===== src/rtl/gtas_pkg.sv =====
`timescale 1ns / 1ps
`default_nettype none
// ---------------------------------------------------------------------------
// gtas_pkg
// Shared types, constants and tables of the greedy token scorer.
// ---------------------------------------------------------------------------
package gtas_pkg;

  localparam int MAX_VOCAB_DEF   = 8192;
  localparam int QUEUE_DEPTH_DEF = 4;

  // Register indexes of the configuration port.
  localparam logic [1:0] REG_BLANK_PENALTY = 2'd0;
  localparam logic [1:0] REG_UNKNOWN_TOKEN = 2'd1;
  localparam logic [1:0] REG_INV_TEMP      = 2'd2;

  localparam logic [15:0] INV_TEMP_RESET = 16'd4096;

  // What the back end does with one element.
  typedef enum logic [1:0] {
    K_FIRST  = 2'd0,
    K_NEWMAX = 2'd1,
    K_OTHER  = 2'd2,
    K_NONE   = 2'd3
  } kind_t;

  typedef struct packed {
    logic [15:0] blank_penalty;
    logic [12:0] unknown_token;
    logic [15:0] inv_temp;
  } cfg_t;

  // One queue entry between front and back.
  typedef struct packed {
    kind_t       kind;
    logic        dbig;   // distance at or above 16 in Q.10, exp is zero
    logic [13:0] d;
    logic        last;
    logic        emit;
    logic [12:0] token;
  } qentry_t;

  // Q.30 factor e^-(2^b/1024) for bit b of the distance.
  function automatic logic [29:0] exp_bit(input logic [3:0] b);
    logic [29:0] f;
    case (b)
      4'd0:    f = 30'd1072693760;
      4'd1:    f = 30'd1071646719;
      4'd2:    f = 30'd1069555701;
      4'd3:    f = 30'd1065385899;
      4'd4:    f = 30'd1057095000;
      4'd5:    f = 30'd1040706261;
      4'd6:    f = 30'd1008687096;
      4'd7:    f = 30'd947573834;
      4'd8:    f = 30'd836230973;
      4'd9:    f = 30'd651257337;
      4'd10:   f = 30'd395007542;
      4'd11:   f = 30'd145315154;
      4'd12:   f = 30'd19666268;
      4'd13:   f = 30'd360200;
      default: f = 30'd0;
    endcase
    return f;
  endfunction

  // Q.10 ln(1 + i/32).
  function automatic logic [9:0] ln_mant(input logic [5:0] i);
    logic [9:0] v;
    case (i)
      6'd0:  v = 10'd0;   6'd1:  v = 10'd32;  6'd2:  v = 10'd62;  6'd3:  v = 10'd92;
      6'd4:  v = 10'd121; 6'd5:  v = 10'd149; 6'd6:  v = 10'd176; 6'd7:  v = 10'd203;
      6'd8:  v = 10'd228; 6'd9:  v = 10'd254; 6'd10: v = 10'd278; 6'd11: v = 10'd303;
      6'd12: v = 10'd326; 6'd13: v = 10'd349; 6'd14: v = 10'd372; 6'd15: v = 10'd394;
      6'd16: v = 10'd415; 6'd17: v = 10'd436; 6'd18: v = 10'd457; 6'd19: v = 10'd477;
      6'd20: v = 10'd497; 6'd21: v = 10'd517; 6'd22: v = 10'd536; 6'd23: v = 10'd555;
      6'd24: v = 10'd573; 6'd25: v = 10'd591; 6'd26: v = 10'd609; 6'd27: v = 10'd626;
      6'd28: v = 10'd644; 6'd29: v = 10'd661; 6'd30: v = 10'd677; 6'd31: v = 10'd694;
      6'd32: v = 10'd710;
      default: v = 10'd0;
    endcase
    return v;
  endfunction

  // floor(x * inv / 4096).
  function automatic logic signed [22:0] scale(input logic signed [17:0] x,
                                               input logic [15:0] inv);
    logic signed [34:0] p;
    p = x * $signed({1'b0, inv});
    return p[34:12];
  endfunction

endpackage
`default_nettype wire


===== src/rtl/gtas_queue.sv =====
`timescale 1ns / 1ps
`default_nettype none
// ---------------------------------------------------------------------------
// gtas_queue
// Short register queue of decoded elements between front and back.
// ---------------------------------------------------------------------------
module gtas_queue #(
  parameter int DEPTH = gtas_pkg::QUEUE_DEPTH_DEF
) (
  input  logic              clk,
  input  logic              rst_n,
  input  logic              push_valid,
  output logic              push_ready,
  input  gtas_pkg::qentry_t push_data,
  output logic              pop_valid,
  input  logic              pop_ready,
  output gtas_pkg::qentry_t pop_data
);
  localparam int PW = $clog2(DEPTH);
  localparam int CW = $clog2(DEPTH + 1);

  gtas_pkg::qentry_t mem_r [DEPTH];
  logic [PW-1:0] wp_r, wp_nxt, rp_r, rp_nxt;
  logic [CW-1:0] cnt_r, cnt_nxt;
  logic          do_push, do_pop;

  assign push_ready = (cnt_r != CW'(DEPTH));
  assign pop_valid  = (cnt_r != '0);
  assign pop_data   = mem_r[rp_r];
  assign do_push    = push_valid && push_ready;
  assign do_pop     = pop_valid && pop_ready;

  // Pointer and fill count updates.
  always_comb begin
    wp_nxt  = wp_r;
    rp_nxt  = rp_r;
    cnt_nxt = cnt_r;
    if (do_push) begin
      wp_nxt = (wp_r == PW'(DEPTH - 1)) ? '0 : wp_r + 1'b1;
    end
    if (do_pop) begin
      rp_nxt = (rp_r == PW'(DEPTH - 1)) ? '0 : rp_r + 1'b1;
    end
    if (do_push && !do_pop) begin
      cnt_nxt = cnt_r + 1'b1;
    end else if (!do_push && do_pop) begin
      cnt_nxt = cnt_r - 1'b1;
    end
  end

  always_ff @(posedge clk) begin
    if (!rst_n) begin
      wp_r  <= '0;
      rp_r  <= '0;
      cnt_r <= '0;
    end else begin
      wp_r  <= wp_nxt;
      rp_r  <= rp_nxt;
      cnt_r <= cnt_nxt;
    end
  end

  // Entry storage.
  always_ff @(posedge clk) begin
    if (do_push) begin
      mem_r[wp_r] <= push_data;
    end
  end
endmodule
`default_nettype wire


===== config.mk =====
export PLATFORM = sky130hd
export DESIGN_NAME = gtas_queue
export DESIGN_NICKNAME = d
export VERILOG_FILES = /design/src/rtl/gtas_pkg.sv /design/src/rtl/gtas_queue.sv
export SDC_FILE = /design/constraint.sdc
export NUM_CORES = 1
export LEC_CHECK = 0
export ABC_AREA = 1
export ABC_CLOCK_PERIOD_IN_PS = 2300
export BUFFER_PORTS_ARGS = -buffer_cell sky130_fd_sc_hd__buf_2
export CORE_MARGIN = 4
export CORE_UTILIZATION = 51
export CTS_CLUSTER_DIAMETER = 120
export DETAILED_ROUTE_END_ITERATION = 10
export GPL_TIMING_DRIVEN = 0
export HOLD_SLACK_MARGIN = 0.02
export PLACE_DENSITY = 0.75
export SYNTH_ARGS = -nofsm -noshare
export SYNTH_HDL_FRONTEND = slang
export SYNTH_SLANG_ARGS = --single-unit

===== constraint.sdc =====
create_clock -name clk -period 2.3 [get_ports clk]
set_input_delay 0.345 -clock clk [delete_from_list [all_inputs] [get_ports clk]]
set_output_delay 0.345 -clock clk [all_outputs]
set_load 0.01 [all_outputs]

## Word level (Yosys, flattened, before mapping)

Memory sizes are Yosys's and may differ from the RTL's. A register that Yosys moved wholly into a read port is not among the register bits.
Index checks and enable logic that the tools add are counted.

- Register bits: 7
- RAM bits: 128
- Output and inout port bits: 34
- Memories: 1

- Add/subtract/negate cells: 4
- Equality and inequality tests: 3
- Multiplexer cells: 8
- Reductions and logical operators: 8

Memories:

| name | depth | width | rd ports | clocked after memory_dff | write ports | line | text |
|---|---|---|---|---|---|---|---|
| mem_r | 4 | 32 | 1 | 1 | 1 | gtas_queue.sv:22 | `gtas_pkg::qentry_t mem_r [DEPTH];` |

Operator list:

| kind | number |
|---|---|
| 2-bit 2-to-1 mux | 4 |
| 3-bit 2-to-1 mux | 2 |
| 2-bit by 1-bit adder with 2-bit output, second input constant | 2 |
| 2-bit == test, second input constant | 2 |
| 1-bit logical AND | 4 |
| 3-bit by 1-bit adder with 3-bit output, second input constant | 1 |
| 3-bit inequality test, second input constant | 1 |
| 3-bit nonzero test | 1 |
| 3-bit by 1-bit subtractor with 3-bit output, second input constant | 1 |
| 1-bit zero test | 2 |
| 1-bit 2-to-1 mux | 2 |
| 2-bit nonzero test | 1 |

## Longest topological paths before layout

- Depth after elaboration: 6
- Mapped depth: 13
- Mapped depth without buffers: 13

## Least setup slack after synthesis

Ideal clock, no wire load.

- Path type: reg-to-reg
- From: register cnt_r[1]
- To: memory mem_r[0][0] (netlist name), enable pin
- Arrival: 2.067 ns
- Slack: -0.188 ns
- Cell stages (with the launch flop): 5
- Path through: dfxtp_1 > nor2_1 > nand2_1 > nand2_2 > nor2_1

- Cells in the longest elaborated chain, start to end: 4

Ends and longest elaborated chain:

| what | line | text |
|---|---|---|
| start, declared | gtas_queue.sv:24 | `logic [CW-1:0] cnt_r, cnt_nxt;` |
| start signal, assigned | gtas_queue.sv:59 | `cnt_r <= cnt_nxt;` |
| 3-bit inequality test | gtas_queue.sv:27 | `assign push_ready = (cnt_r != CW'(DEPTH));` |
| named net push_ready | gtas_queue.sv:13 | `output logic push_ready,` |
| 1-bit logical AND | gtas_queue.sv:30 | `assign do_push = push_valid && push_ready;` |
| 1-bit 2-to-1 mux | gtas_queue.sv:65 | `if (do_push) begin` |
| 1-bit 2-to-1 mux (not written as such) | gtas_queue.sv:66 | `mem_r[wp_r] <= push_data;` |
| end, declared | gtas_queue.sv:22 |  |

The timed path passes the listed nets, and every way through them passes these cells.

==> results_dict.tcl <==
set metrics [dict create \
    status "finished, final reports clean" \
    crit_path_start_kind "flip-flop" \
    period_share_pct 94.0 \
    yosysSeqAreaShare_pct 76.4 \
    cts_root_buf "clkbuf_8" \
    htreeDepth 4 \
    synth_area_leaders "edfxtp_1, nor2_1, o22ai_1, o21ai_0, dfxtp_1" \
    finalWirelength_um 11000 \
    grt_pass1_vias 3373 \
    gp_congestion 0.698 \
    firstDrtPassIters 4 \
    synthCells 379 \
    synth_cell_types 21 \
    utilization_pct 66.3 \
    final_antenna_net_count 0 \
    grt_max_degree 22 \
    async_flop_share_pct 0 \
    crit_arrival_ps 1820 \
    p_per_area_mw_per_mm2 1260 \
    ys_warn_count 0 \
    seq_area_mm2 0.00402 \
    synth_ff_type "edfxtp_1" \
    p_total_uw 8270 \
    dieArea_mm2 0.0120 \
    die_w_um 110 \
    synth_nets 422 \
    remaining_drc_errors 0 \
    drt_iter0_drc 157 \
    setup_viol 0 \
    end_kind "output pin" \
    io_pins 70 \
    rsz0062_at_grt "no" \
    p_leak_uw 0.00242 \
    vdd_drop_max_uv 630 \
    holdWs_ps 45.1 \
    nFillCells 727 \
    crit_required_ps 1960 \
    nets 514 \
    die_h_um 110 \
    syn_area_mm2 0.00527 \
    cts_buffers 17 \
    grt_remaining_overflow 0 \
    clkSlewWorstSetupHoldPaths_ps 60 \
    yosysTopAreaCellShare_pct 72.9 \
    cts_tree "built" \
    cts_sinks 137 \
    synth-edff-count 128 \
    grt_use_total_pct 19.6 \
    yosysTopAreaCell "edfxtp_1" \
    max_slew.worst_pin.slew_ps 618 \
    report.final.slew_viol_count 0 \
    cts_setup_buffers 0 \
    cts_buffer_depth 2 \
    syn_avg_cell_area_um2 13.9 \
    rows 36 \
    cts_resized 0 \
    synth-seq-cells 137 \
    core-area_mm2 0.00991 \
    finalClockSkew_ps 7.97 \
    antennaDiodeCount 0 \
    max_freq_mhz 462 \
    area_delta_synth_final_pct 24.6 \
    routed-via-count 3278 \
    drive_gt1_share_pct 26.1 \
    initial_utilization_pct 53.2 \
    hold_buffers 0 \
    port_buffers 69 \
    placed_area_mm2 0.00592 \
    max-cap-violations 0 \
    crit_type "reg -> out" \
    finalInstanceArea_mm2 0.00657 \
    grt_pass1_wl_um 17100 \
    multi_input_area_mm2 0.00105 \
    worstSkewPairLatency_ps 510 \
    cp_max_fo 10 \
    hold_viol 0 \
    max_slew_margin_pct 58.7 \
    dpl.hpwl_um 6740 \
    avgRoutedWirePerCell_um 17.9 \
    antenna_found_initial 1 \
    hp-class "in -> reg" \
    period_minus_slack_ps 2160 \
    viasPerCell 5.32 \
]
-- layout by cell type (no fill, tap or decap), types with 2 or more instances in the layout --
cell / instances
clkbuf_1: 2
nor2_4: 4
edfxtp_1: 128
buf_4: 3
o21ai_1: 28
inv_1: 15
clkinv_1: 2
buf_2: 75
bufinv_16: 6
a21oi_1: 2
buf_16: 4
ha_1: 6
o21ai_0: 38
clkbuf_16: 16
nor2_1: 77
dfxtp_1: 9
nand2_1: 14
o22ai_1: 32
clkinvlp_4: 2
buf_6: 9
-- area by class of cell --
cell class / instances / area share (%)
flip-flops and latches: 137 / 61.3
multi-input cells: 206 / 16.0
repair buffers: 73 / 6.94
clock buffers: 18 / 6.37
clock inverters: 13 / 3.43
well taps: 133 / 2.53
plain buffers: 19 / 2.40
inverters: 17 / 1.09
-- synth_stat cells (2+ instances only) --
| library cell | instances |
|---|---|
| edfxtp_1 | 128 |
| nor2_1 | 81 |
| o21ai_0 | 38 |
| o22ai_1 | 32 |
| o21ai_1 | 28 |
| inv_1 | 15 |
| nand2_1 | 14 |
| buf_6 | 9 |
| dfxtp_1 | 9 |
| buf_2 | 6 |
| ha_1 | 6 |
| buf_4 | 3 |
| a21oi_1 | 2 |
-- metal layers --
layer / GRT usage [%] / part of all wire, % / routed length [um]
met1: 24.7 / 41 / 4540
met2: 32.7 / 52 / 5730
met3: 5.11 / 5.5 / 612
met4: 7.48 / 1.3 / 146
met5: 0 / 0.063 / 7
-- logic make-up (layout without fill, tap and decap cells) --
family	after synthesis	count (layout)	share of synthesized area [%]
simple gates	99	99	7.24
fa+ha+maj	7	7	1.80
compound gates	100	100	10.3
flops	137	137	76.4
buf+inv	36	140	4.34
-- worst max-delay path: stages, from the launching register on --
cell and delay (ps):
dfxtp_1 350, clkbuf_1 380, o21ai_0 160, o22ai_1 230, buf_2 180
-- sequential cells by signal, indices dropped and copies added (netlist names), named ones only --
name and count:
mem_r 128, wp_r 2, cnt_r 3, rp_r 2
-- where the power goes --
part	switching, uW	internal (uW)	total [uW]
Sequential	101	3050	3150
Clock	982	1970	2950
Combinational	1360	812	2170
-- worst paths after layout --
path / startpoint / endpoint / slack, ps / cells past startpoint
min reg2reg: cnt_r[0] / cnt_r[0] / 500 / 2
max reg2reg: cnt_r[1] / cnt_r[1] / 310 / 9
max: flip-flop / pop_data[13] / 140 / 4
min: push_data[11] / mem_r[3][11] / 50 / 1
-- through the flow --
stage | setup slack (ps) | TNS (ps) | cells
6_report | 137 | 0 | 616
5_1_grt | 13.2 | 0 | 616
4_1_cts | 94.6 | 0 | 616
3_5_place_dp | 302 | 0 | 585
2_1_floorplan | -188 | -24040 | 379
3_3_place_gp | -1190 | -146330 | 581
No activity file was read; power rests on OpenSTA's default activity.
