## config.mk

```make
export PLATFORM = sky130hd
export DESIGN_NAME = gtas_front
export DESIGN_NICKNAME = d
export VERILOG_FILES = /design/src/rtl/gtas_pkg.sv /design/src/rtl/gtas_front.sv
export SDC_FILE = /design/constraint.sdc
export NUM_CORES = 1
export LEC_CHECK = 0
export ABC_AREA = 1
export BUFFER_PORTS_ARGS = -buffer_cell sky130_fd_sc_hd__clkbuf_2
export CORE_MARGIN = 2
export CORE_UTILIZATION = 38
export CTS_BUF_LIST = sky130_fd_sc_hd__clkbuf_8
export DETAILED_ROUTE_END_ITERATION = 10
export MAX_ROUTING_LAYER = met4
export PLACE_DENSITY = 0.65
export SLEW_MARGIN = 10
export SYNTH_ARGS = -nofsm -noshare
export SYNTH_HDL_FRONTEND = slang
export SYNTH_SLANG_ARGS = --single-unit
export TNS_END_PERCENT = 50
```

## constraint.sdc

```tcl
create_clock -name clk -period 9.76 [get_ports clk]
set_input_delay 1.952 -clock clk [delete_from_list [all_inputs] [get_ports clk]]
set_output_delay 1.952 -clock clk [all_outputs]
set_load 0.1 [all_outputs]
```

## src/rtl/gtas_pkg.sv

```systemverilog
`timescale 1ns / 1ps
`default_nettype none
// ---------------------------------------------------------------------------
// gtas_pkg
// Shared types, constants and tables of the greedy token scorer.
// ---------------------------------------------------------------------------
package gtas_pkg;

  localparam int MAX_VOCAB_DEF   = 8192;
  localparam int QUEUE_DEPTH_DEF = 4;

  // Register indexes of the configuration port.
  localparam logic [1:0] REG_BLANK_PENALTY = 2'd0;
  localparam logic [1:0] REG_UNKNOWN_TOKEN = 2'd1;
  localparam logic [1:0] REG_INV_TEMP      = 2'd2;

  localparam logic [15:0] INV_TEMP_RESET = 16'd4096;

  // What the back end does with one element.
  typedef enum logic [1:0] {
    K_FIRST  = 2'd0,
    K_NEWMAX = 2'd1,
    K_OTHER  = 2'd2,
    K_NONE   = 2'd3
  } kind_t;

  typedef struct packed {
    logic [15:0] blank_penalty;
    logic [12:0] unknown_token;
    logic [15:0] inv_temp;
  } cfg_t;

  // One queue entry between front and back.
  typedef struct packed {
    kind_t       kind;
    logic        dbig;   // distance at or above 16 in Q.10, exp is zero
    logic [13:0] d;
    logic        last;
    logic        emit;
    logic [12:0] token;
  } qentry_t;

  // Q.30 factor e^-(2^b/1024) for bit b of the distance.
  function automatic logic [29:0] exp_bit(input logic [3:0] b);
    logic [29:0] f;
    case (b)
      4'd0:    f = 30'd1072693760;
      4'd1:    f = 30'd1071646719;
      4'd2:    f = 30'd1069555701;
      4'd3:    f = 30'd1065385899;
      4'd4:    f = 30'd1057095000;
      4'd5:    f = 30'd1040706261;
      4'd6:    f = 30'd1008687096;
      4'd7:    f = 30'd947573834;
      4'd8:    f = 30'd836230973;
      4'd9:    f = 30'd651257337;
      4'd10:   f = 30'd395007542;
      4'd11:   f = 30'd145315154;
      4'd12:   f = 30'd19666268;
      4'd13:   f = 30'd360200;
      default: f = 30'd0;
    endcase
    return f;
  endfunction

  // Q.10 ln(1 + i/32).
  function automatic logic [9:0] ln_mant(input logic [5:0] i);
    logic [9:0] v;
    case (i)
      6'd0:  v = 10'd0;   6'd1:  v = 10'd32;  6'd2:  v = 10'd62;  6'd3:  v = 10'd92;
      6'd4:  v = 10'd121; 6'd5:  v = 10'd149; 6'd6:  v = 10'd176; 6'd7:  v = 10'd203;
      6'd8:  v = 10'd228; 6'd9:  v = 10'd254; 6'd10: v = 10'd278; 6'd11: v = 10'd303;
      6'd12: v = 10'd326; 6'd13: v = 10'd349; 6'd14: v = 10'd372; 6'd15: v = 10'd394;
      6'd16: v = 10'd415; 6'd17: v = 10'd436; 6'd18: v = 10'd457; 6'd19: v = 10'd477;
      6'd20: v = 10'd497; 6'd21: v = 10'd517; 6'd22: v = 10'd536; 6'd23: v = 10'd555;
      6'd24: v = 10'd573; 6'd25: v = 10'd591; 6'd26: v = 10'd609; 6'd27: v = 10'd626;
      6'd28: v = 10'd644; 6'd29: v = 10'd661; 6'd30: v = 10'd677; 6'd31: v = 10'd694;
      6'd32: v = 10'd710;
      default: v = 10'd0;
    endcase
    return v;
  endfunction

  // floor(x * inv / 4096).
  function automatic logic signed [22:0] scale(input logic signed [17:0] x,
                                               input logic [15:0] inv);
    logic signed [34:0] p;
    p = x * $signed({1'b0, inv});
    return p[34:12];
  endfunction

endpackage
`default_nettype wire

```

## src/rtl/gtas_front.sv

```systemverilog
`timescale 1ns / 1ps
`default_nettype none
// ---------------------------------------------------------------------------
// gtas_front
// Accepts logits, tracks the argmax and decodes each element for the back.
// ---------------------------------------------------------------------------
module gtas_front #(
  parameter int MAX_VOCAB = gtas_pkg::MAX_VOCAB_DEF
) (
  input  logic              clk,
  input  logic              rst_n,
  input  gtas_pkg::cfg_t    cfg,
  input  logic              in_valid,
  output logic              in_ready,
  input  logic [15:0]       in_logit,
  input  logic              in_last,
  output logic              push_valid,
  input  logic              push_ready,
  output gtas_pkg::qentry_t push_data
);
  localparam int CW = $clog2(MAX_VOCAB + 1);
  localparam int IW = $clog2(MAX_VOCAB);

  typedef enum logic [3:0] {
    F_IDLE = 4'b0001,
    F_SCX  = 4'b0010,
    F_SCB  = 4'b0100,
    F_PUSH = 4'b1000
  } fstate_t;

  fstate_t state_r, state_nxt;

  logic [CW-1:0]        elem_r, elem_nxt;
  logic signed [17:0]   best_r, best_nxt;
  logic [IW-1:0]        bidx_r, bidx_nxt;
  logic signed [17:0]   x_r, bo_r;
  logic signed [22:0]   sx_r, sb_r;
  gtas_pkg::kind_t      kind_r, kind_nxt;
  logic                 last_r, emit_r, emit_nxt;
  logic [12:0]          tok_r, tok_nxt;

  logic                 accept, idx_ok;
  logic signed [17:0]   xp, mop;
  logic signed [22:0]   prod;
  logic signed [23:0]   span;
  logic [IW+12:0]       tok_ext;

  assign in_ready = (state_r == F_IDLE);
  assign accept   = in_valid && in_ready;
  assign idx_ok   = (elem_r < CW'(MAX_VOCAB));

  // Penalized logit: the blank entry loses the penalty.
  assign xp = $signed({{2{in_logit[15]}}, in_logit})
            - ((elem_r == '0) ? $signed({2'b00, cfg.blank_penalty}) : 18'sd0);

  // Argmax tracking and element decode at accept.
  always_comb begin
    elem_nxt = elem_r;
    best_nxt = best_r;
    bidx_nxt = bidx_r;
    kind_nxt = gtas_pkg::K_NONE;
    if (idx_ok) begin
      elem_nxt = elem_r + 1'b1;
      if (elem_r == '0) begin
        kind_nxt = gtas_pkg::K_FIRST;
        best_nxt = xp;
        bidx_nxt = '0;
      end else if (xp > best_r) begin
        kind_nxt = gtas_pkg::K_NEWMAX;
        best_nxt = xp;
        bidx_nxt = elem_r[IW-1:0];
      end else begin
        kind_nxt = gtas_pkg::K_OTHER;
      end
    end
  end

  assign tok_ext  = {13'd0, bidx_nxt};
  assign tok_nxt  = tok_ext[12:0];
  assign emit_nxt = (bidx_nxt != '0) && ({13'd0, bidx_nxt} != {{IW{1'b0}}, cfg.unknown_token});

  // One shared multiplier scales the new logit, then the old best.
  assign mop  = (state_r == F_SCX) ? x_r : bo_r;
  assign prod = gtas_pkg::scale(mop, cfg.inv_temp);

  assign span = (kind_r == gtas_pkg::K_NEWMAX) ? (sx_r - sb_r) : (sb_r - sx_r);

  assign push_valid      = (state_r == F_PUSH);
  assign push_data.kind  = kind_r;
  assign push_data.dbig  = (span >= 24'sd16384);
  assign push_data.d     = span[13:0];
  assign push_data.last  = last_r;
  assign push_data.emit  = emit_r;
  assign push_data.token = tok_r;

  always_comb begin
    state_nxt = state_r;
    case (state_r)
      F_IDLE:  if (accept) state_nxt = F_SCX;
      F_SCX:   state_nxt = F_SCB;
      F_SCB:   state_nxt = F_PUSH;
      F_PUSH:  if (push_ready) state_nxt = F_IDLE;
      default: state_nxt = F_IDLE;
    endcase
  end

  always_ff @(posedge clk) begin
    if (!rst_n) begin
      state_r <= F_IDLE;
      elem_r  <= '0;
      best_r  <= '0;
      bidx_r  <= '0;
    end else begin
      state_r <= state_nxt;
      if (accept) begin
        if (in_last) begin
          elem_r <= '0;
          best_r <= '0;
          bidx_r <= '0;
        end else begin
          elem_r <= elem_nxt;
          best_r <= best_nxt;
          bidx_r <= bidx_nxt;
        end
      end
    end
  end

  // Element payload.
  always_ff @(posedge clk) begin
    if (accept) begin
      x_r    <= xp;
      bo_r   <= best_r;
      kind_r <= kind_nxt;
      last_r <= in_last;
      emit_r <= emit_nxt;
      tok_r  <= tok_nxt;
    end
    if (state_r == F_SCX) begin
      sx_r <= prod;
    end
    if (state_r == F_SCB) begin
      sb_r <= prod;
    end
  end
endmodule
`default_nettype wire

```

# Yosys cells after proc, flatten, opt, wreduce, memory -nomap -nowiden
# Cells that the tools add are included.
[classes] reduce_logical=9 n_mux=18 n_eq_ne=8 bitwise_logic=0 n_shift=0 n_div=0 magnitude_cmp=3 addsub=4 n_mul=1
[ops] operator="18-bit 2-to-1 mux" n=5
[ops] operator="13-bit 2-to-1 mux" n=4
[ops] operator="23-bit by 23-bit subtractor with 24-bit output" n=2
[ops] operator="18-bit by 17-bit multiplier with 35-bit output" n=1
[ops] operator="14-bit 2-to-1 mux" n=2
[ops] operator="24-bit by 16-bit >= comparator with 1-bit output, second input constant" n=1
[ops] operator="24-bit 2-to-1 mux" n=1
[ops] operator="18-bit greater-than comparator" n=1
[ops] operator="16-bit by 17-bit subtractor with 18-bit output" n=1
[ops] operator="16-bit 2-to-1 mux" n=1
[ops] operator="4-bit one-hot mux with 4 select lines" n=1
[ops] operator="14-bit by 1-bit adder with 14-bit output, second input constant" n=1
[ops] operator="14-bit logical NOT" n=1
[ops] operator="14-bit less-than comparator, second input constant" n=1
[ops] operator="13-bit != test" n=1
[ops] operator="13-bit nonzero test" n=1
[ops] operator="4-bit 2-to-1 mux" n=2
[ops] operator="4-bit by 1-bit equality test with 1-bit output, second input constant" n=1
[ops] operator="4-bit by 2-bit equality test with 1-bit output, second input constant" n=1
[ops] operator="4-bit by 3-bit equality test with 1-bit output, second input constant" n=1
[ops] operator="4-bit equality test, second input constant" n=1
[ops] operator="2-bit 2-to-1 mux" n=2
[ops] operator="2-bit by 1-bit != test with 1-bit output, second input constant" n=2
[ops] operator="2-bit AND reduction" n=2
[ops] operator="other kinds (5)" n=6
[word_totals] latch_bits=0 n_memories=0 rom_bits=0 ramBits=0 out_inout_bits=34 reg_bits=148 input_bits=66 wordCells=55

# Depth between registers and ports, before layout
[depth] ltp_word=9 ltp_mapped=41 mapped_depth_nobuf=40

# Least setup slack after synthesis
# No wires, ideal clock.
[synth_path] kind="input to register" start="input cfg[5] (netlist name)" end="register sb_r[19] (data pin)" slack_ps=2409 arrival_ps=7078 path_stages=22 setup_time_ps=273 n_path_buf=2 required_time_ps=9487 path_cell_list="buf_1 > clkbuf_1 > nand2_1 > fa_1 > inv_1 > fa_1 > inv_1 > fa_1 > inv_1 > fa_1 > inv_1 > fa_1 > fa_1 > inv_1 > ha_1 > a21oi_1 > o21a_1 > o21ai_0 > a221oi_1 > nand2_1 > a211oi_1 > xor2_1"
[synth_between] elab_chain_len=1
[synth_rtl] element="from (decl)" line="gtas_front.sv:12" text="input gtas_pkg::cfg_t cfg,"
[synth_rtl] element="18-bit by 17-bit multiplier with 35-bit output" line="gtas_pkg.sv:88" text="p = x * $signed({1'b0, inv});"
[synth_rtl] element="net prod[19]" line="gtas_front.sv:44" text="logic signed [22:0] prod;"
[synth_rtl] element="to (signal assigned)" line="gtas_front.sv:143" text="sb_r <= prod;"
[synth_rtl] element="to (decl)" line="gtas_front.sv:37" text="logic signed [22:0] sx_r, sb_r;"
# The timed path passes the listed nets, and every way through them passes these cells.
# A chain may end at the register's enable or synchronous reset.

# Final worst setup path
[layout_path] start="register state_r[0]" end="register sb_r[16] (data pin)"
[layout_between] elab_chain_len=3
[layout_rtl] element="from (decl)" line="gtas_front.sv:31" text="fstate_t state_r, state_nxt;"
[layout_rtl] element="from (signal assigned)" line="gtas_front.sv:114" text="state_r <= state_nxt;"
[layout_rtl] element="4-bit by 2-bit equality test with 1-bit output" line="gtas_front.sv:83" text="assign mop = (state_r == F_SCX) ? x_r : bo_r;"
[layout_rtl] element="18-bit 2-to-1 mux" line="gtas_front.sv:83"
[layout_rtl] element="18-bit by 17-bit multiplier with 35-bit output" line="gtas_pkg.sv:88"
[layout_rtl] element="net prod[16]" line="gtas_front.sv:44"
# The timed path passes the listed nets, and every way through them passes these cells.

==> qor.yml <==
drive_gt1_frac: 0.0674
cts-buffers-inserted: 17
placementRows: 85
start_util: 0.382
worstSetupStartpoint: "state_r[0]$_SDFFE_PN1P_"
clock_latency_ns: 0.51
hp-class: "flip-flop to flip-flop"
cpLargestDelayFamily: "adder cells"
dpl.hpwl_um: 42200
die_h_um: 236
relSlewSlack: 0.240
antenna_found_initial: 1
cpMostUsedCell: "fa_1"
yosys_register_bits: 148
cp.depth: 23
cts_root_buf: "clkbuf_8"
grt_max_degree: 58
hold_violations: 0
syn-cell-area_um2: 20500
place.gp.congestion: 0.978
ant_nets: 0
endpoint_kind: "flip-flop"
slowest_delay_ns: 0.61
outcome: "finished, final reports clean"
io_buffers: 99
drt_pass1_iterations: 5
wire_per_inst_um: 14.9
io_pins: 100
r2r_slack_ns: 2.10
crit_end: "sb_r[16]$_DFFE_PP_"
synthesis.nets: 3085
fin_worst_skew_ns: 0.0229
core-area_um2: 53600
grt_setup_unrepaired: "no"
critical_path_arrival_ns: 7.89
min_period_ns: 7.66
cts.sinks: 148
drc: 0
dieWidth_um: 236
setup_viol: 0
slowest_stage: "clkinv_1"
fillers: 5483
hold_start: "best_r[2]$_SDFFE_PN0P_"
cts_resized: 0
hold-path-cell-count: 0
required_ns: 10.00
maxSlewViolCount: 0
r2r-end: "sb_r[16]$_DFFE_PP_"
max_cap_viol_count: 0
reg2reg_depth: 23
grt_overflow: 0
tritoncts: "yes"
final_nets: 3158
dieArea_um2: 55800
finalNonFillerCells: 3338
worst_pin_slew_ns: 1.14
synth_top_cell_area_share: 0.287
fin_crit_sh: 0.784
critical_path_peak_fanout: 20
h-tree-depth: 4
placedCellCount: 3305
synth_area_leaders: "fa_1, edfxtp_1, inv_1"
cp_cell_sequence: "inv_1 > nand3_1 > inv_1 > or2_2 > o21ai_1 > clkinv_1 > nand2_1 > fa_1 > fa_1 > inv_1 > fa_1 > fa_1 > fa_1 > inv_1 > fa_1 > inv_1 > ha_1 > nand2_1 > nor4_1 > nand2_1 > o211ai_1 > a21oi_1 > xnor2_1"
grt_pass1_vias: 16761
vias: 16254
start_kind: "flip-flop"
syn2layout_area_growth_pct: 8.00
ctsHoldBuffers: 0
critPathBufInv: 6
synth_top_area_cell: "fa_1"
syn_inst: 2555
postCtsSetupBuffers: 0
clockBufferDepth: 2
clkTransAtPathRegs_ns: 0.10
async_reset_ff_frac: 0
path_class: "flip-flop to flip-flop"
grt_use_total: 0.191
tns_ns: 0
rr_startpoint: "state_r[0]$_SDFFE_PN1P_"
syn_area_per_cell_um2: 8.02
vias_per_cell: 4.87
wl_um: 49900
drt-initial-drc-count: 1010
synth_edf_count: 99
max_freq_mhz: 131
grt_pass1_wl_um: 83400
seq_area_frac_synth: 0.193
synth_ff_type: "edfxtp_1"
ys_types: 50
ys_warn_count: 0
## worst register-to-register path, stage by stage, from the launching register on
cell and delay, ns:
dfxtp_1 0.37, inv_1 0.08, nand3_1 0.11, inv_1 0.24
or2_2 0.37, o21ai_1 0.45, clkinv_1 0.61, nand2_1 0.24
fa_1 0.48, fa_1 0.56, inv_1 0.05, fa_1 0.52
fa_1 0.44, fa_1 0.49, inv_1 0.05, fa_1 0.53
inv_1 0.07, ha_1 0.38, nand2_1 0.17, nor4_1 0.34
nand2_1 0.09, o211ai_1 0.42, a21oi_1 0.16, xnor2_1 0.18
## cells in the final DEF, fill, tap and decap left out, types with 8 or more instances in the layout
cell	instances
a21o_1	11
clkbuf_2	99
or2_2	19
nand4_1	8
buf_4	12
clkbuf_8	17
edfxtp_1	99
nor3_1	19
clkinv_1	11
xnor2_1	24
nand2_1	553
a21oi_1	156
ha_1	170
nand3_1	60
inv_1	586
o21bai_1	10
xor2_1	48
o21ai_0	87
nor2_1	218
fa_1	294
dfxtp_1	49
## through the flow
step | utilization | instance area [um2] | setup WS (ns) | hold WS (ns)
after detailed placement | 0.405 | 21700 | 1.76 | 0.445
after global routing | 0.413 | 22100 | 1.68 | 0.485
after CTS | 0.413 | 22100 | 2.15 | 0.468
after global placement | 0.405 | 21700 | 1.94 | 0.438
after floorplan | - | 20500 | 2.41 | 0.430
final | 0.413 | 22100 | 2.10 | 0.466
## flip-flops by register name, summed over array words and instances (netlist names)
signal   cells
best_r      18
bidx_r      13
bo_r        18
elem_r      14
emit_r       1
kind_r       2
last_r       1
sb_r        23
state_r      4
sx_r        23
tok_r       13
x_r         18
## per-layer routing
metal	global-route usage	wire, um	share of wire	vias to the layer above
li1	-	-	-	7937
met1	0.237	22200	0.44	7780
met2	0.322	23900	0.48	449
met3	0.0283	2680	0.054	88
met4	0.0552	1120	0.022	0
met5	-	0	0	-
## synthesized netlist by cell type, types with 3 or more instances
cell	instances
o21a_1	7
nor4_1	7
nand3b_1	5
o21ai_1	5
a21boi_0	3
clkinv_1	11
xor2_1	48
nand4_1	8
buf_1	10
o21ai_0	87
inv_1	586
edfxtp_1	99
clkbuf_1	41
nor3_1	19
nor2_1	218
a21oi_1	156
mux2i_1	4
buf_4	3
o31ai_1	5
a21o_1	11
xnor2_1	24
fa_1	294
o211ai_1	6
nand2_1	553
nand3_1	60
a31oi_1	7
or2_2	19
dfxtp_1	49
ha_1	170
o21bai_1	10
## worst min-delay path by stage
stage | to | slack, ns
6_report | bo_r[2]$_DFFE_PP_ | 0.47
4_1_cts | bo_r[9]$_DFFE_PP_ | 0.47
3_5_place_dp | bo_r[2]$_DFFE_PP_ | 0.44
3_3_place_gp | bo_r[16]$_DFFE_PP_ | 0.44
5_1_grt | bidx_r[11]$_SDFFE_PN0P_ | 0.48
2_1_floorplan | bo_r[10]$_DFFE_PP_ | 0.43
## cells by family after synthesis
family,share of synthesized area
AOI/OAI and AO/OA,0.0819
xor gates and xnor gates,0.0308
adders and majority gates,0.391
buffers and inverters,0.122
DFF,0.193
muxes,0.00195
and+or+nand+nor,0.180
## final cells by class
cell class | count | area [um2] | share of cell area
tap | 696 | 871 | 0.0394
antenna | 1 | 2.50 | 0.000113
sequential | 148 | 3950 | 0.179
timing repair buffer | 111 | 586 | 0.0265
multi-input combinational | 1751 | 14000 | 0.635
inverter | 599 | 2250 | 0.102
clock buffer | 17 | 234 | 0.0106
clock inverter | 15 | 188 | 0.00848
Power is left out: the tool's default activity adds up to more than one toggle a clock period on the data nets, which glitch-free logic cannot reach.
