--- src/rtl/gtas_pkg.sv ---
`timescale 1ns / 1ps
`default_nettype none
// ---------------------------------------------------------------------------
// gtas_pkg
// Shared types, constants and tables of the greedy token scorer.
// ---------------------------------------------------------------------------
package gtas_pkg;

  localparam int MAX_VOCAB_DEF   = 8192;
  localparam int QUEUE_DEPTH_DEF = 4;

  // Register indexes of the configuration port.
  localparam logic [1:0] REG_BLANK_PENALTY = 2'd0;
  localparam logic [1:0] REG_UNKNOWN_TOKEN = 2'd1;
  localparam logic [1:0] REG_INV_TEMP      = 2'd2;

  localparam logic [15:0] INV_TEMP_RESET = 16'd4096;

  // What the back end does with one element.
  typedef enum logic [1:0] {
    K_FIRST  = 2'd0,
    K_NEWMAX = 2'd1,
    K_OTHER  = 2'd2,
    K_NONE   = 2'd3
  } kind_t;

  typedef struct packed {
    logic [15:0] blank_penalty;
    logic [12:0] unknown_token;
    logic [15:0] inv_temp;
  } cfg_t;

  // One queue entry between front and back.
  typedef struct packed {
    kind_t       kind;
    logic        dbig;   // distance at or above 16 in Q.10, exp is zero
    logic [13:0] d;
    logic        last;
    logic        emit;
    logic [12:0] token;
  } qentry_t;

  // Q.30 factor e^-(2^b/1024) for bit b of the distance.
  function automatic logic [29:0] exp_bit(input logic [3:0] b);
    logic [29:0] f;
    case (b)
      4'd0:    f = 30'd1072693760;
      4'd1:    f = 30'd1071646719;
      4'd2:    f = 30'd1069555701;
      4'd3:    f = 30'd1065385899;
      4'd4:    f = 30'd1057095000;
      4'd5:    f = 30'd1040706261;
      4'd6:    f = 30'd1008687096;
      4'd7:    f = 30'd947573834;
      4'd8:    f = 30'd836230973;
      4'd9:    f = 30'd651257337;
      4'd10:   f = 30'd395007542;
      4'd11:   f = 30'd145315154;
      4'd12:   f = 30'd19666268;
      4'd13:   f = 30'd360200;
      default: f = 30'd0;
    endcase
    return f;
  endfunction

  // Q.10 ln(1 + i/32).
  function automatic logic [9:0] ln_mant(input logic [5:0] i);
    logic [9:0] v;
    case (i)
      6'd0:  v = 10'd0;   6'd1:  v = 10'd32;  6'd2:  v = 10'd62;  6'd3:  v = 10'd92;
      6'd4:  v = 10'd121; 6'd5:  v = 10'd149; 6'd6:  v = 10'd176; 6'd7:  v = 10'd203;
      6'd8:  v = 10'd228; 6'd9:  v = 10'd254; 6'd10: v = 10'd278; 6'd11: v = 10'd303;
      6'd12: v = 10'd326; 6'd13: v = 10'd349; 6'd14: v = 10'd372; 6'd15: v = 10'd394;
      6'd16: v = 10'd415; 6'd17: v = 10'd436; 6'd18: v = 10'd457; 6'd19: v = 10'd477;
      6'd20: v = 10'd497; 6'd21: v = 10'd517; 6'd22: v = 10'd536; 6'd23: v = 10'd555;
      6'd24: v = 10'd573; 6'd25: v = 10'd591; 6'd26: v = 10'd609; 6'd27: v = 10'd626;
      6'd28: v = 10'd644; 6'd29: v = 10'd661; 6'd30: v = 10'd677; 6'd31: v = 10'd694;
      6'd32: v = 10'd710;
      default: v = 10'd0;
    endcase
    return v;
  endfunction

  // floor(x * inv / 4096).
  function automatic logic signed [22:0] scale(input logic signed [17:0] x,
                                               input logic [15:0] inv);
    logic signed [34:0] p;
    p = x * $signed({1'b0, inv});
    return p[34:12];
  endfunction

endpackage
`default_nettype wire

--- src/rtl/gtas_back.sv ---
`timescale 1ns / 1ps
`default_nettype none
// ---------------------------------------------------------------------------
// gtas_back
// Bit-serial exp, running sum, iterative ln and the frame result register.
// ---------------------------------------------------------------------------
module gtas_back (
  input  logic              clk,
  input  logic              rst_n,
  input  logic              pop_valid,
  output logic              pop_ready,
  input  gtas_pkg::qentry_t pop_data,
  output logic              out_valid,
  input  logic              out_ready,
  output logic              out_emitted,
  output logic [12:0]       out_token,
  output logic [31:0]       out_timestamp,
  output logic [15:0]       out_log_prob,
  output logic [15:0]       out_trailing
);
  typedef enum logic [5:0] {
    B_IDLE = 6'b000001,
    B_EXP  = 6'b000010,
    B_SUM  = 6'b000100,
    B_NORM = 6'b001000,
    B_LN   = 6'b010000,
    B_OUT  = 6'b100000
  } bstate_t;

  bstate_t state_r, state_nxt;

  gtas_pkg::qentry_t ent_r;
  logic [30:0] r_r;
  logic [3:0]  bit_r;
  logic [31:0] sum_r, sum_nxt;
  logic [31:0] q_r;
  logic [4:0]  k_r;
  logic [15:0] lnv_r;
  logic [31:0] fc_r;
  logic [15:0] br_r, br_nxt;
  logic        ov_r;

  logic [60:0] rmul;
  logic [30:0] r_step;
  logic [15:0] e_val;
  logic [47:0] smul;
  logic [32:0] resc, acc;
  logic [31:0] q_init;
  logic [5:0]  li;
  logic [9:0]  lo, hi;
  logic [25:0] kterm;
  logic [22:0] frac;
  logic [15:0] lnv;
  logic        take, can_load, needs_exp;

  assign pop_ready = (state_r == B_IDLE);
  assign take      = pop_valid && pop_ready;
  assign needs_exp = (pop_data.kind == gtas_pkg::K_NEWMAX)
                  || (pop_data.kind == gtas_pkg::K_OTHER);

  // One Q.30 factor per cycle, only for set distance bits.
  assign rmul   = r_r * gtas_pkg::exp_bit(bit_r);
  assign r_step = 31'((rmul + 61'd536870912) >> 30);

  // Sum update.
  assign e_val = 16'((32'(r_r) + 32'd16384) >> 15);
  assign smul  = sum_r * e_val;
  assign resc  = 33'((smul + 48'd16384) >> 15);
  always_comb begin
    acc     = '0;
    sum_nxt = sum_r;
    case (ent_r.kind)
      gtas_pkg::K_FIRST:  sum_nxt = 32'd32768;
      gtas_pkg::K_NEWMAX: begin
        acc     = resc + 33'd32768;
        sum_nxt = acc[32] ? 32'hFFFF_FFFF : acc[31:0];
      end
      gtas_pkg::K_OTHER:  begin
        acc     = {1'b0, sum_r} + {17'd0, e_val};
        sum_nxt = acc[32] ? 32'hFFFF_FFFF : acc[31:0];
      end
      default: sum_nxt = sum_r;
    endcase
  end
  assign q_init = (sum_nxt < 32'd32768) ? 32'd32768 : sum_nxt;

  // ln of the normalized sum: exponent term plus table interpolation.
  assign li    = {1'b0, q_r[30:26]};
  assign lo    = gtas_pkg::ln_mant(li);
  assign hi    = gtas_pkg::ln_mant(li + 6'd1);
  assign kterm = 26'((k_r * 21'd726817 + 26'd512) >> 10);
  assign frac  = 23'(((hi - lo) * q_r[25:10] + 32'd32768) >> 16);
  assign lnv   = kterm[15:0] + {6'd0, lo} + frac[15:0];

  assign can_load = !ov_r || out_ready;
  assign br_nxt   = ent_r.emit ? 16'd0 : ((br_r == 16'hFFFF) ? br_r : br_r + 1'b1);

  always_comb begin
    state_nxt = state_r;
    case (state_r)
      B_IDLE: begin
        if (take) begin
          state_nxt = (needs_exp && !pop_data.dbig) ? B_EXP : B_SUM;
        end
      end
      B_EXP:   if (bit_r == 4'd13) state_nxt = B_SUM;
      B_SUM:   state_nxt = ent_r.last ? B_NORM : B_IDLE;
      B_NORM:  if (q_r[31]) state_nxt = B_LN;
      B_LN:    state_nxt = B_OUT;
      B_OUT:   if (can_load) state_nxt = B_IDLE;
      default: state_nxt = B_IDLE;
    endcase
  end

  // Control state and running totals.
  always_ff @(posedge clk) begin
    if (!rst_n) begin
      state_r <= B_IDLE;
      sum_r   <= '0;
      fc_r    <= '0;
      br_r    <= '0;
      ov_r    <= 1'b0;
    end else begin
      state_r <= state_nxt;
      if (state_r == B_SUM) begin
        sum_r <= sum_nxt;
      end
      if (state_r == B_OUT && can_load) begin
        ov_r  <= 1'b1;
        fc_r  <= fc_r + 1'b1;
        br_r  <= br_nxt;
        sum_r <= '0;
      end else if (out_ready) begin
        ov_r <= 1'b0;
      end
    end
  end

  // Datapath registers.
  always_ff @(posedge clk) begin
    if (take) begin
      ent_r <= pop_data;
      r_r   <= pop_data.dbig ? 31'd0 : 31'h4000_0000;
      bit_r <= '0;
    end
    if (state_r == B_EXP) begin
      if (ent_r.d[bit_r]) begin
        r_r <= r_step;
      end
      bit_r <= bit_r + 1'b1;
    end
    if (state_r == B_SUM) begin
      q_r <= q_init;
      k_r <= 5'd16;
    end
    if (state_r == B_NORM && !q_r[31]) begin
      q_r <= {q_r[30:0], 1'b0};
      k_r <= k_r - 1'b1;
    end
    if (state_r == B_LN) begin
      lnv_r <= lnv;
    end
    if (state_r == B_OUT && can_load) begin
      out_emitted   <= ent_r.emit;
      out_token     <= ent_r.token;
      out_timestamp <= fc_r;
      out_log_prob  <= ent_r.emit ? 16'(16'd0 - lnv_r) : 16'd0;
      out_trailing  <= br_nxt;
    end
  end

  assign out_valid = ov_r;
endmodule
`default_nettype wire

--- config.mk ---
export PLATFORM = sky130hd
export DESIGN_NAME = gtas_back
export DESIGN_NICKNAME = d
export VERILOG_FILES = /design/src/rtl/gtas_pkg.sv /design/src/rtl/gtas_back.sv
export SDC_FILE = /design/constraint.sdc
export NUM_CORES = 2
export LEC_CHECK = 0
export BUFFER_PORTS_ARGS = -buffer_cell sky130_fd_sc_hd__buf_2
export CAP_MARGIN = 25
export CORE_MARGIN = 2
export CORE_UTILIZATION = 67
export CTS_CLUSTER_DIAMETER = 100
export DETAILED_ROUTE_END_ITERATION = 8
export GPL_TIMING_DRIVEN = 0
export HOLD_SLACK_MARGIN = 0.03
export PLACE_DENSITY = 0.84
export RECOVER_POWER = 25
export SKIP_CTS_REPAIR_TIMING = 1
export SKIP_LAST_GASP = 1
export SYNTH_ARGS = -nofsm -noshare
export SYNTH_HDL_FRONTEND = slang
export SYNTH_SLANG_ARGS = --single-unit
--- constraint.sdc ---
create_clock -name clk -period 13.4 [get_ports clk]
set_clock_uncertainty 0.15 [all_clocks]
set_input_delay 0.67 -clock clk [delete_from_list [all_inputs] [get_ports clk]]
set_output_delay 0.67 -clock clk [all_outputs]
set_load 0.05 [all_outputs]
### After elaboration in Yosys (flattened, before gate mapping)

Memories as Yosys holds them, arrays and structs flattened. A register that Yosys moved wholly into a read port is not among the register bits.
Index checks and enable logic that the tools add are counted.

| word-level totals | value |
|---|---|
| bits in registers | 284 |
| logic and storage cells | 107 |
| bits of input ports | 36 |
| memories | 3 |
| bits in read-only memories | 1,760 |
| output and inout bits | 80 |

Memories:

| memory | words | bits a word | read ports | clocked after memory_dff | write ports | RTL line | RTL |
|---|---|---|---|---|---|---|---|
| (name not given) | 64 | 10 | 1 | 0 | 0 | gtas_pkg.sv:69 | `case (i)` |
| (name not given) | 64 | 10 | 1 | 1 | 0 | gtas_pkg.sv:69 |  |
| (name not given) | 16 | 30 | 1 | 1 | 0 | gtas_pkg.sv:46 | `case (b)` |

| cells by class | value |
|---|---|
| reductions and logical operators | 15 |
| muxes and demuxes | 29 |
| equality and inequality tests | 16 |
| $add $sub $neg | 16 |
| bitwise gates (word level) | 1 |
| order comparisons | 2 |
| multiply operators | 4 |

Operator list:

| cell | number |
|---|---|
| 2-to-1 mux 32 bit | 5 |
| 2-to-1 mux 31 bit | 4 |
| case mux 32 bit (3 select lines) | 1 |
| adder 61 x 30 -> 61 bit, second input constant | 1 |
| multiplier 31 x 30 -> 61 bit | 1 |
| adder 48 x 15 -> 48 bit, second input constant | 1 |
| multiplier 32 x 16 -> 48 bit | 1 |
| case mux 6 bit (6 select lines) | 1 |
| adder 32 x 16 -> 33 bit | 1 |
| adder 33 x 16 -> 33 bit, second input constant | 1 |
| adder 32 x 1 -> 32 bit, second input constant | 1 |
| less-than comparator 32 x 16 -> 1 bit, second input constant | 1 |
| 2-to-1 mux 16 bit | 2 |
| adder 31 x 15 -> 31 bit, second input constant | 1 |
| 2-to-1 mux 6 bit | 5 |
| adder 28 x 17 -> 29 bit, second input constant | 1 |
| multiplier 11 x 17 -> 28 bit | 1 |
| adder 25 x 10 -> 26 bit, second input constant | 1 |
| multiplier 5 x 20 -> 25 bit, second input constant | 1 |
| adder 16 x 1 -> 16 bit, second input constant | 1 |
| adder 16 x 10 -> 16 bit | 1 |
| adder 16 bit | 1 |
| == test 16 bit, second input constant | 1 |
| 2-to-1 mux 4 bit | 4 |
| 29 further kinds | 44 |

### Depth between registers and ports, before layout

| depth | value |
|---|---|
| depth in word-level cells | 11 |
| mapped depth | 58 |
| gate-level depth less buffers | 58 |

### Worst setup path before layout

Ideal clock, no wire load.

| timing | value |
|---|---|
| path type | register to register |
| start point | reg q_r[27] |
| end point | reg lnv_r[15], data pin |
| period minus slack after synthesis | 11.781 ns |
| slack | 1.619 ns |
| cell stages (with the launch flop) | 52 |
| arrival time | 11.363 ns |
| data required time | 12.982 ns |
| buffers on the path | 3 |
| setup time | 0.268 ns |
| cell sequence | edfxtp_1 -> ha_1 -> inv_1 -> ha_1 -> clkbuf_1 -> clkbuf_1 -> a211oi_1 -> a21oi_1 -> o211ai_1 -> ha_1 -> fa_1 -> nor2b_1 -> o21ai_0 -> nand2b_1 -> a21o_1 -> a21o_1 -> a21oi_1 -> o21ai_0 -> [16 not listed] -> xnor2_1 -> fa_1 -> ha_1 -> nor2b_1 -> o21ai_0 -> a21boi_0 -> o21ai_0 -> a21boi_0 -> o21ai_0 -> a21boi_0 -> o21ai_0 -> a21boi_0 -> o21a_1 -> o21ai_0 -> nand2b_1 -> a21oi_1 -> xnor2_1 -> xnor3_1 |

| between the ends | value |
|---|---|
| cells in the longest elaborated chain, start to end | 6 |

RTL lines:

| what | RTL line | RTL |
|---|---|---|
| from (decl) | gtas_back.sv:36 | `logic [31:0] q_r;` |
| from (signal assigned) | gtas_back.sv:153 | `q_r <= q_init;` |
| from (signal assigned) | gtas_back.sv:157 | `q_r <= {q_r[30:0], 1'b0};` |
| adder 5 x 1 -> 6 bit | gtas_back.sv:90 | `assign hi = gtas_pkg::ln_mant(li + 6'd1);` |
| memory (64 x 10 bit) | -- |  |
| subtractor 10 x 10 -> 11 bit | gtas_back.sv:92 | `assign frac = 23'(((hi - lo) * q_r[25:10] + 32'd32768) >> 16);` |
| multiplier 11 x 17 -> 28 bit | gtas_back.sv:92 |  |
| adder 28 x 17 -> 29 bit | gtas_back.sv:92 |  |
| adder 16 bit | gtas_back.sv:93 | `assign lnv = kterm[15:0] + {6'd0, lo} + frac[15:0];` |
| net lnv[15] | gtas_back.sv:53 | `logic [15:0] lnv;` |
| to (signal assigned) | gtas_back.sv:161 | `lnv_r <= lnv;` |
| to (decl) | gtas_back.sv:38 | `logic [15:0] lnv_r;` |

The timed path passes the listed nets, and every way through them passes these cells.
A chain may end at the register's enable or synchronous reset.

### Final worst setup path

| timing | value |
|---|---|
| start point | reg r_r[17] |
| end point | reg q_r[4], data pin |

| between the ends | value |
|---|---|
| cells in the longest elaborated chain, start to end | 10 |

RTL lines:

| what | RTL line | RTL |
|---|---|---|
| from (decl) | gtas_back.sv:33 | `logic [30:0] r_r;` |
| from (signal assigned) | gtas_back.sv:143 | `r_r <= pop_data.dbig ? 31'd0 : 31'h4000_0000;` |
| from (signal assigned) | gtas_back.sv:148 | `r_r <= r_step;` |
| adder 31 x 15 -> 31 bit (*) | gtas_back.sv:66 | `assign e_val = 16'((32'(r_r) + 32'd16384) >> 15);` |
| multiplier 32 x 16 -> 48 bit | gtas_back.sv:67 | `assign smul = sum_r * e_val;` |
| adder 48 x 15 -> 48 bit | gtas_back.sv:68 | `assign resc = 33'((smul + 48'd16384) >> 15);` |
| adder 33 x 16 -> 33 bit | gtas_back.sv:75 | `acc = resc + 33'd32768;` |
| 2-to-1 mux 32 bit | gtas_back.sv:76 | `sum_nxt = acc[32] ? 32'hFFFF_FFFF : acc[31:0];` |
| case mux 32 bit (3 select lines) (*) | gtas_back.sv:72 | `case (ent_r.kind)` |
| less-than comparator 32 x 16 -> 1 bit | gtas_back.sv:85 | `assign q_init = (sum_nxt < 32'd32768) ? 32'd32768 : sum_nxt;` |
| 2-to-1 mux 32 bit (*) | gtas_back.sv:85 |  |
| 2-to-1 mux 32 bit (*) | gtas_back.sv:152 | `if (state_r == B_SUM) begin` |
| 2-to-1 mux 32 bit (*) | gtas_back.sv:156 | `if (state_r == B_NORM && !q_r[31]) begin` |

Every way passes the cells marked *; elsewhere a longest branch is shown, timed or not. The select of a mux whose other input is x is not followed.

==> out/metrics.csv <==
stage,metric,value,unit
clock_network,buffer type at the clock tree root,sky130_fd_sc_hd__clkbuf_16,
detailed_routing,per-cell via count in the routed design,5.998,
setup_path,Critical Setup Path Class,reg -> reg,
floorplan,core footprint,0.1022,mm²
final_layout,number of cells in the finished layout apart from fillers,9389,
setup_path,worst-case register-to-register setup slack,0.28,ns
clock_network,H-tree Lvls,2,
placed_design,cell count after placement,9298,
sta,Worst Hold Margin,0.1046,ns
detailed_routing,via total after detailed routing,56320,
clock_network,maximum clock insertion buffer count,3,
floorplan,effective utilization at floorplan,67.76,%
sta,min cycle time layout,13.12,ns
sta,setup violators final,0,
placed_design,area of placed instances,0.07168,mm²
power_and_ir_drop,Static Leak,35.32,nW
grt,number of antenna violations at the first check in global routing,12,
grt,overflow left after global routing,0,
final_layout,Final Core Density,71.62,%
final_layout,total number of nets in the final design,10010,
setup_path,highest net fanout along the worst path,10,
floorplan,Die Y,325.5,µm
grt,global-route wire length before repair,329100,µm
synth,register bit total from synthesis,324,
power_and_ir_drop,Sw Pwr,8.981,mW
worst_hold_path,worst min path class,in -> reg,
setup_path,start point of the critical path,r_r[17],
floorplan,area enclosed by the die boundary,0.1059,mm²
clock_network,Worst-Skew Late Latency,0.63,ns
sta,final cycle utilization of the critical path,97.90,%
power_and_ir_drop,Internal Dissipation,8.041,mW
sta,total count of hold-check failures in the final report,0,
clock_network,clock buffers created by TritonCTS,39,
synth,leading cell type by number of instances after synthesis,sky130_fd_sc_hd__inv_1,
synth,syn nets,9829,
detailed_routing,final WL,208900,µm
power_and_ir_drop,combinational fraction of design power,82.9,%
floorplan,number of top-level pins,116,
setup_path,crit path capture type,flop,
setup_path,WP data required,13.58,ns
power_and_ir_drop,net switching fraction of the power,52.76,%
setup_path,library cell contributing the largest single delay on the critical path,sky130_fd_sc_hd__xor2_1,
setup_path,Register-to-Register Path Depth,34,
clock_network,number of sinks handled by clock tree synthesis,324,
power_and_ir_drop,Clk network pwr share,6.5,%
detailed_routing,number of design-rule violations left by the first detailed-router iteration,6599,
placed_design,post-detail-place hpwl,171300,µm
placed_design,number of I/O port buffers,114,
setup_path,stage delay of the slowest cell on the critical path,0.76,ns
final_layout,fill cell count,7740,
floorplan,horizontal die dimension,325.5,µm
clock_network,post-CTS clock slew at the launch and capture registers of the worst setup and hold paths,0.07,ns
setup_path,FF-to-FF End,q_r[4],
setup_path,Most common cell on crit path,sky130_fd_sc_hd__fa_1,
sta,worst slew margin relative to its limit,19.90,%
synth,share of the yosys chip area belonging to registers,11.75,%
synth,mean cell area of the mapped netlist,8.870,µm²
synth,share of flip-flops with an asynchronous set or reset,0,%
detailed_routing,number of iterations in the first detailed-routing pass,8,
power_and_ir_drop,total power density per cell area,232.6,mW/mm²
synth,number of warning messages in the yosys log,0,
detailed_routing,number of nets with antenna violations after routing,0,
synth,number of enable-type register cells in the synthesized netlist,165,
final_layout,signed area change from the synthesized netlist to the final layout,5.696,%
worst_hold_path,cell depth of the worst hold path,1,
synth,top cell type's share of synthesized area,39.64,%
synth,commonest cells in the synthesized netlist,"sky130_fd_sc_hd__inv_1, sky130_fd_sc_hd__nand2_1, sky130_fd_sc_hd__fa_1",
placed_design,global placer's final weighted congestion,1.053,
final_layout,area of all placed cells without fillers,0.07318,mm²
detailed_routing,remaining routing DRC violations,0,
sta,final count of pins violating max slew,0,
synth,largest area contributor in the netlist,sky130_fd_sc_hd__fa_1,
setup_path,type of element launching the critical path,flop,
synth,number of distinct library cells after synthesis,108,
synth,ranking of synthesized cells by area,"sky130_fd_sc_hd__fa_1, sky130_fd_sc_hd__ha_1, sky130_fd_sc_hd__inv_1",
sta,upper clock frequency limit,76.23,MHz
synth,post-synthesis cell count,7806,
grt,largest net degree at the start of global routing,57,
status,result of the run,"complete, no violations",
final_layout,layout cell share with drive strength beyond 1,3.244,%
synth,netlist area before placement,0.06924,mm²
floorplan,standard-cell row count,117,
synth,commonest register cell after synthesis,sky130_fd_sc_hd__edfxtp_1,
run,Max-cap violations,0,
setup_path,data arrival time of the worst path,13.30,ns
grt,via count of the first global-routing pass,59620,
grt,GRT Overall Usage,40.36,%
sta,transition at the pin with the smallest max-transition slack,1.202,ns
setup_path,termination of the worst setup path,q_r[4],
power_and_ir_drop,Sequential Power Share,10.6,%
sta,RSZ-0062 raised after global routing,false,
detailed_routing,routed wire length per instance,22.25,µm
setup_path,reg2reg start,r_r[17],
power_and_ir_drop,Worst IR Drop VDD,0.001821,V
clock_network,CTS tree,done,
sta,total negative slack,0,ns
placed cells by master (no fill, tap or decap), drive strengths merged, types with 159 or more instances in the layout:
cell type  Yosys  final
and2         448    448
edfxtp       165    165
fa          1371   1371
ha           616    616
a21oi        197    197
nand2       1451   1451
inv         1643   1649
clkbuf       399    482
o21ai        221    221
nor2         163    163
dfxtp        159    159
worst max-delay path, delay by kind of cell, from the launching register on:
family | cells | cell delay [ns]
adder cells (fa/ha/maj) | 8 | 3.82
flip-flops | 1 | 0.30
AND/OR/NAND/NOR | 14 | 4.42
XOR/XNOR | 2 | 0.97
buffers and inverters | 5 | 1.89
AO/OA/AOI/OAI | 5 | 1.24
stage by stage:
step | setup WS [ns] | power, mW
6_report | 0.2812 | 17.02
5_1_grt | 0.02739 | 18.77
4_1_cts | -0.4128 | 16.71
3_5_place_dp | -0.3360 | 15.50
3_3_place_gp | -0.08025 | 14.60
2_1_floorplan | 1.619 | 12.15
metal layers:
layer  up-vias  GRT usage, %  share of wire [%]  routed length [µm]
met4        10         19.12                5.7               11830
met3       777         14.87                 15               30330
met2      3624         60.40                 43               90070
met5         -       0.09058              0.070                 146
met1     27820         52.27                 37               76540
li1      24090             -                  -                   -
layout make-up:
cell class | instances | area [µm²] | area share [%]
clock inverter | 26 | 299.0 | 0.4086
tap | 1368 | 1712 | 2.339
multi-input combinational | 5421 | 53400 | 72.97
clock buffer | 45 | 1008 | 1.378
antenna | 7 | 17.52 | 0.02394
buffer | 416 | 1614 | 2.206
sequential | 324 | 8138 | 11.12
inverter | 1644 | 6173 | 8.436
timing repair buffer | 138 | 820.8 | 1.122
cells by family (layout without fill, tap and decap cells):
family	after synthesis	count (layout)	synth area share, %
mux	15	15	0.2909
buf+inv	2061	2269	11.22
fa+ha+maj	1987	1987	50.77
compound gates	747	747	6.948
flops	324	324	11.75
other cells	0	7	0
simple gates	2479	2479	16.54
xor+xnor	193	193	2.472
worst min path at each step:
stage / end / start / slack [ns]
finish: ent_r[20] / pop_data[20] / 0.10
CTS: ent_r[5] / pop_data[5] / 0.08
global placement: out_token[5] / ent_r[5] / 0.25
global route: ent_r[27] / pop_data[27] / 0.09
detailed placement: out_token[11] / ent_r[11] / 0.25
floorplan: out_token[0] / ent_r[0] / 0.25
registers in the layout, indices dropped and copies added, names as in the netlist, named ones only:
name           count
bit_r              4
q_r               32
out_trailing      16
state_r            6
out_valid          1
lo                10
k_r                5
sum_r             32
lnv_r             16
out_token         13
out_emitted        1
ent_r             31
br_r              16
r_r               31
out_log_prob      16
fc_r              32
out_timestamp     32
power groups by stage:
stage / Sequential, mW / Combinational (mW) / Clock, mW
after floorplan: 1.85 / 10.3 / 0
after global placement: 1.82 / 12.8 / 0
final: 1.81 / 14.1 / 1.10
after global routing: 1.80 / 15.8 / 1.14
after CTS: 1.80 / 13.8 / 1.11
after detailed placement: 1.82 / 13.7 / 0
Power figures use the tool's default switching activity.
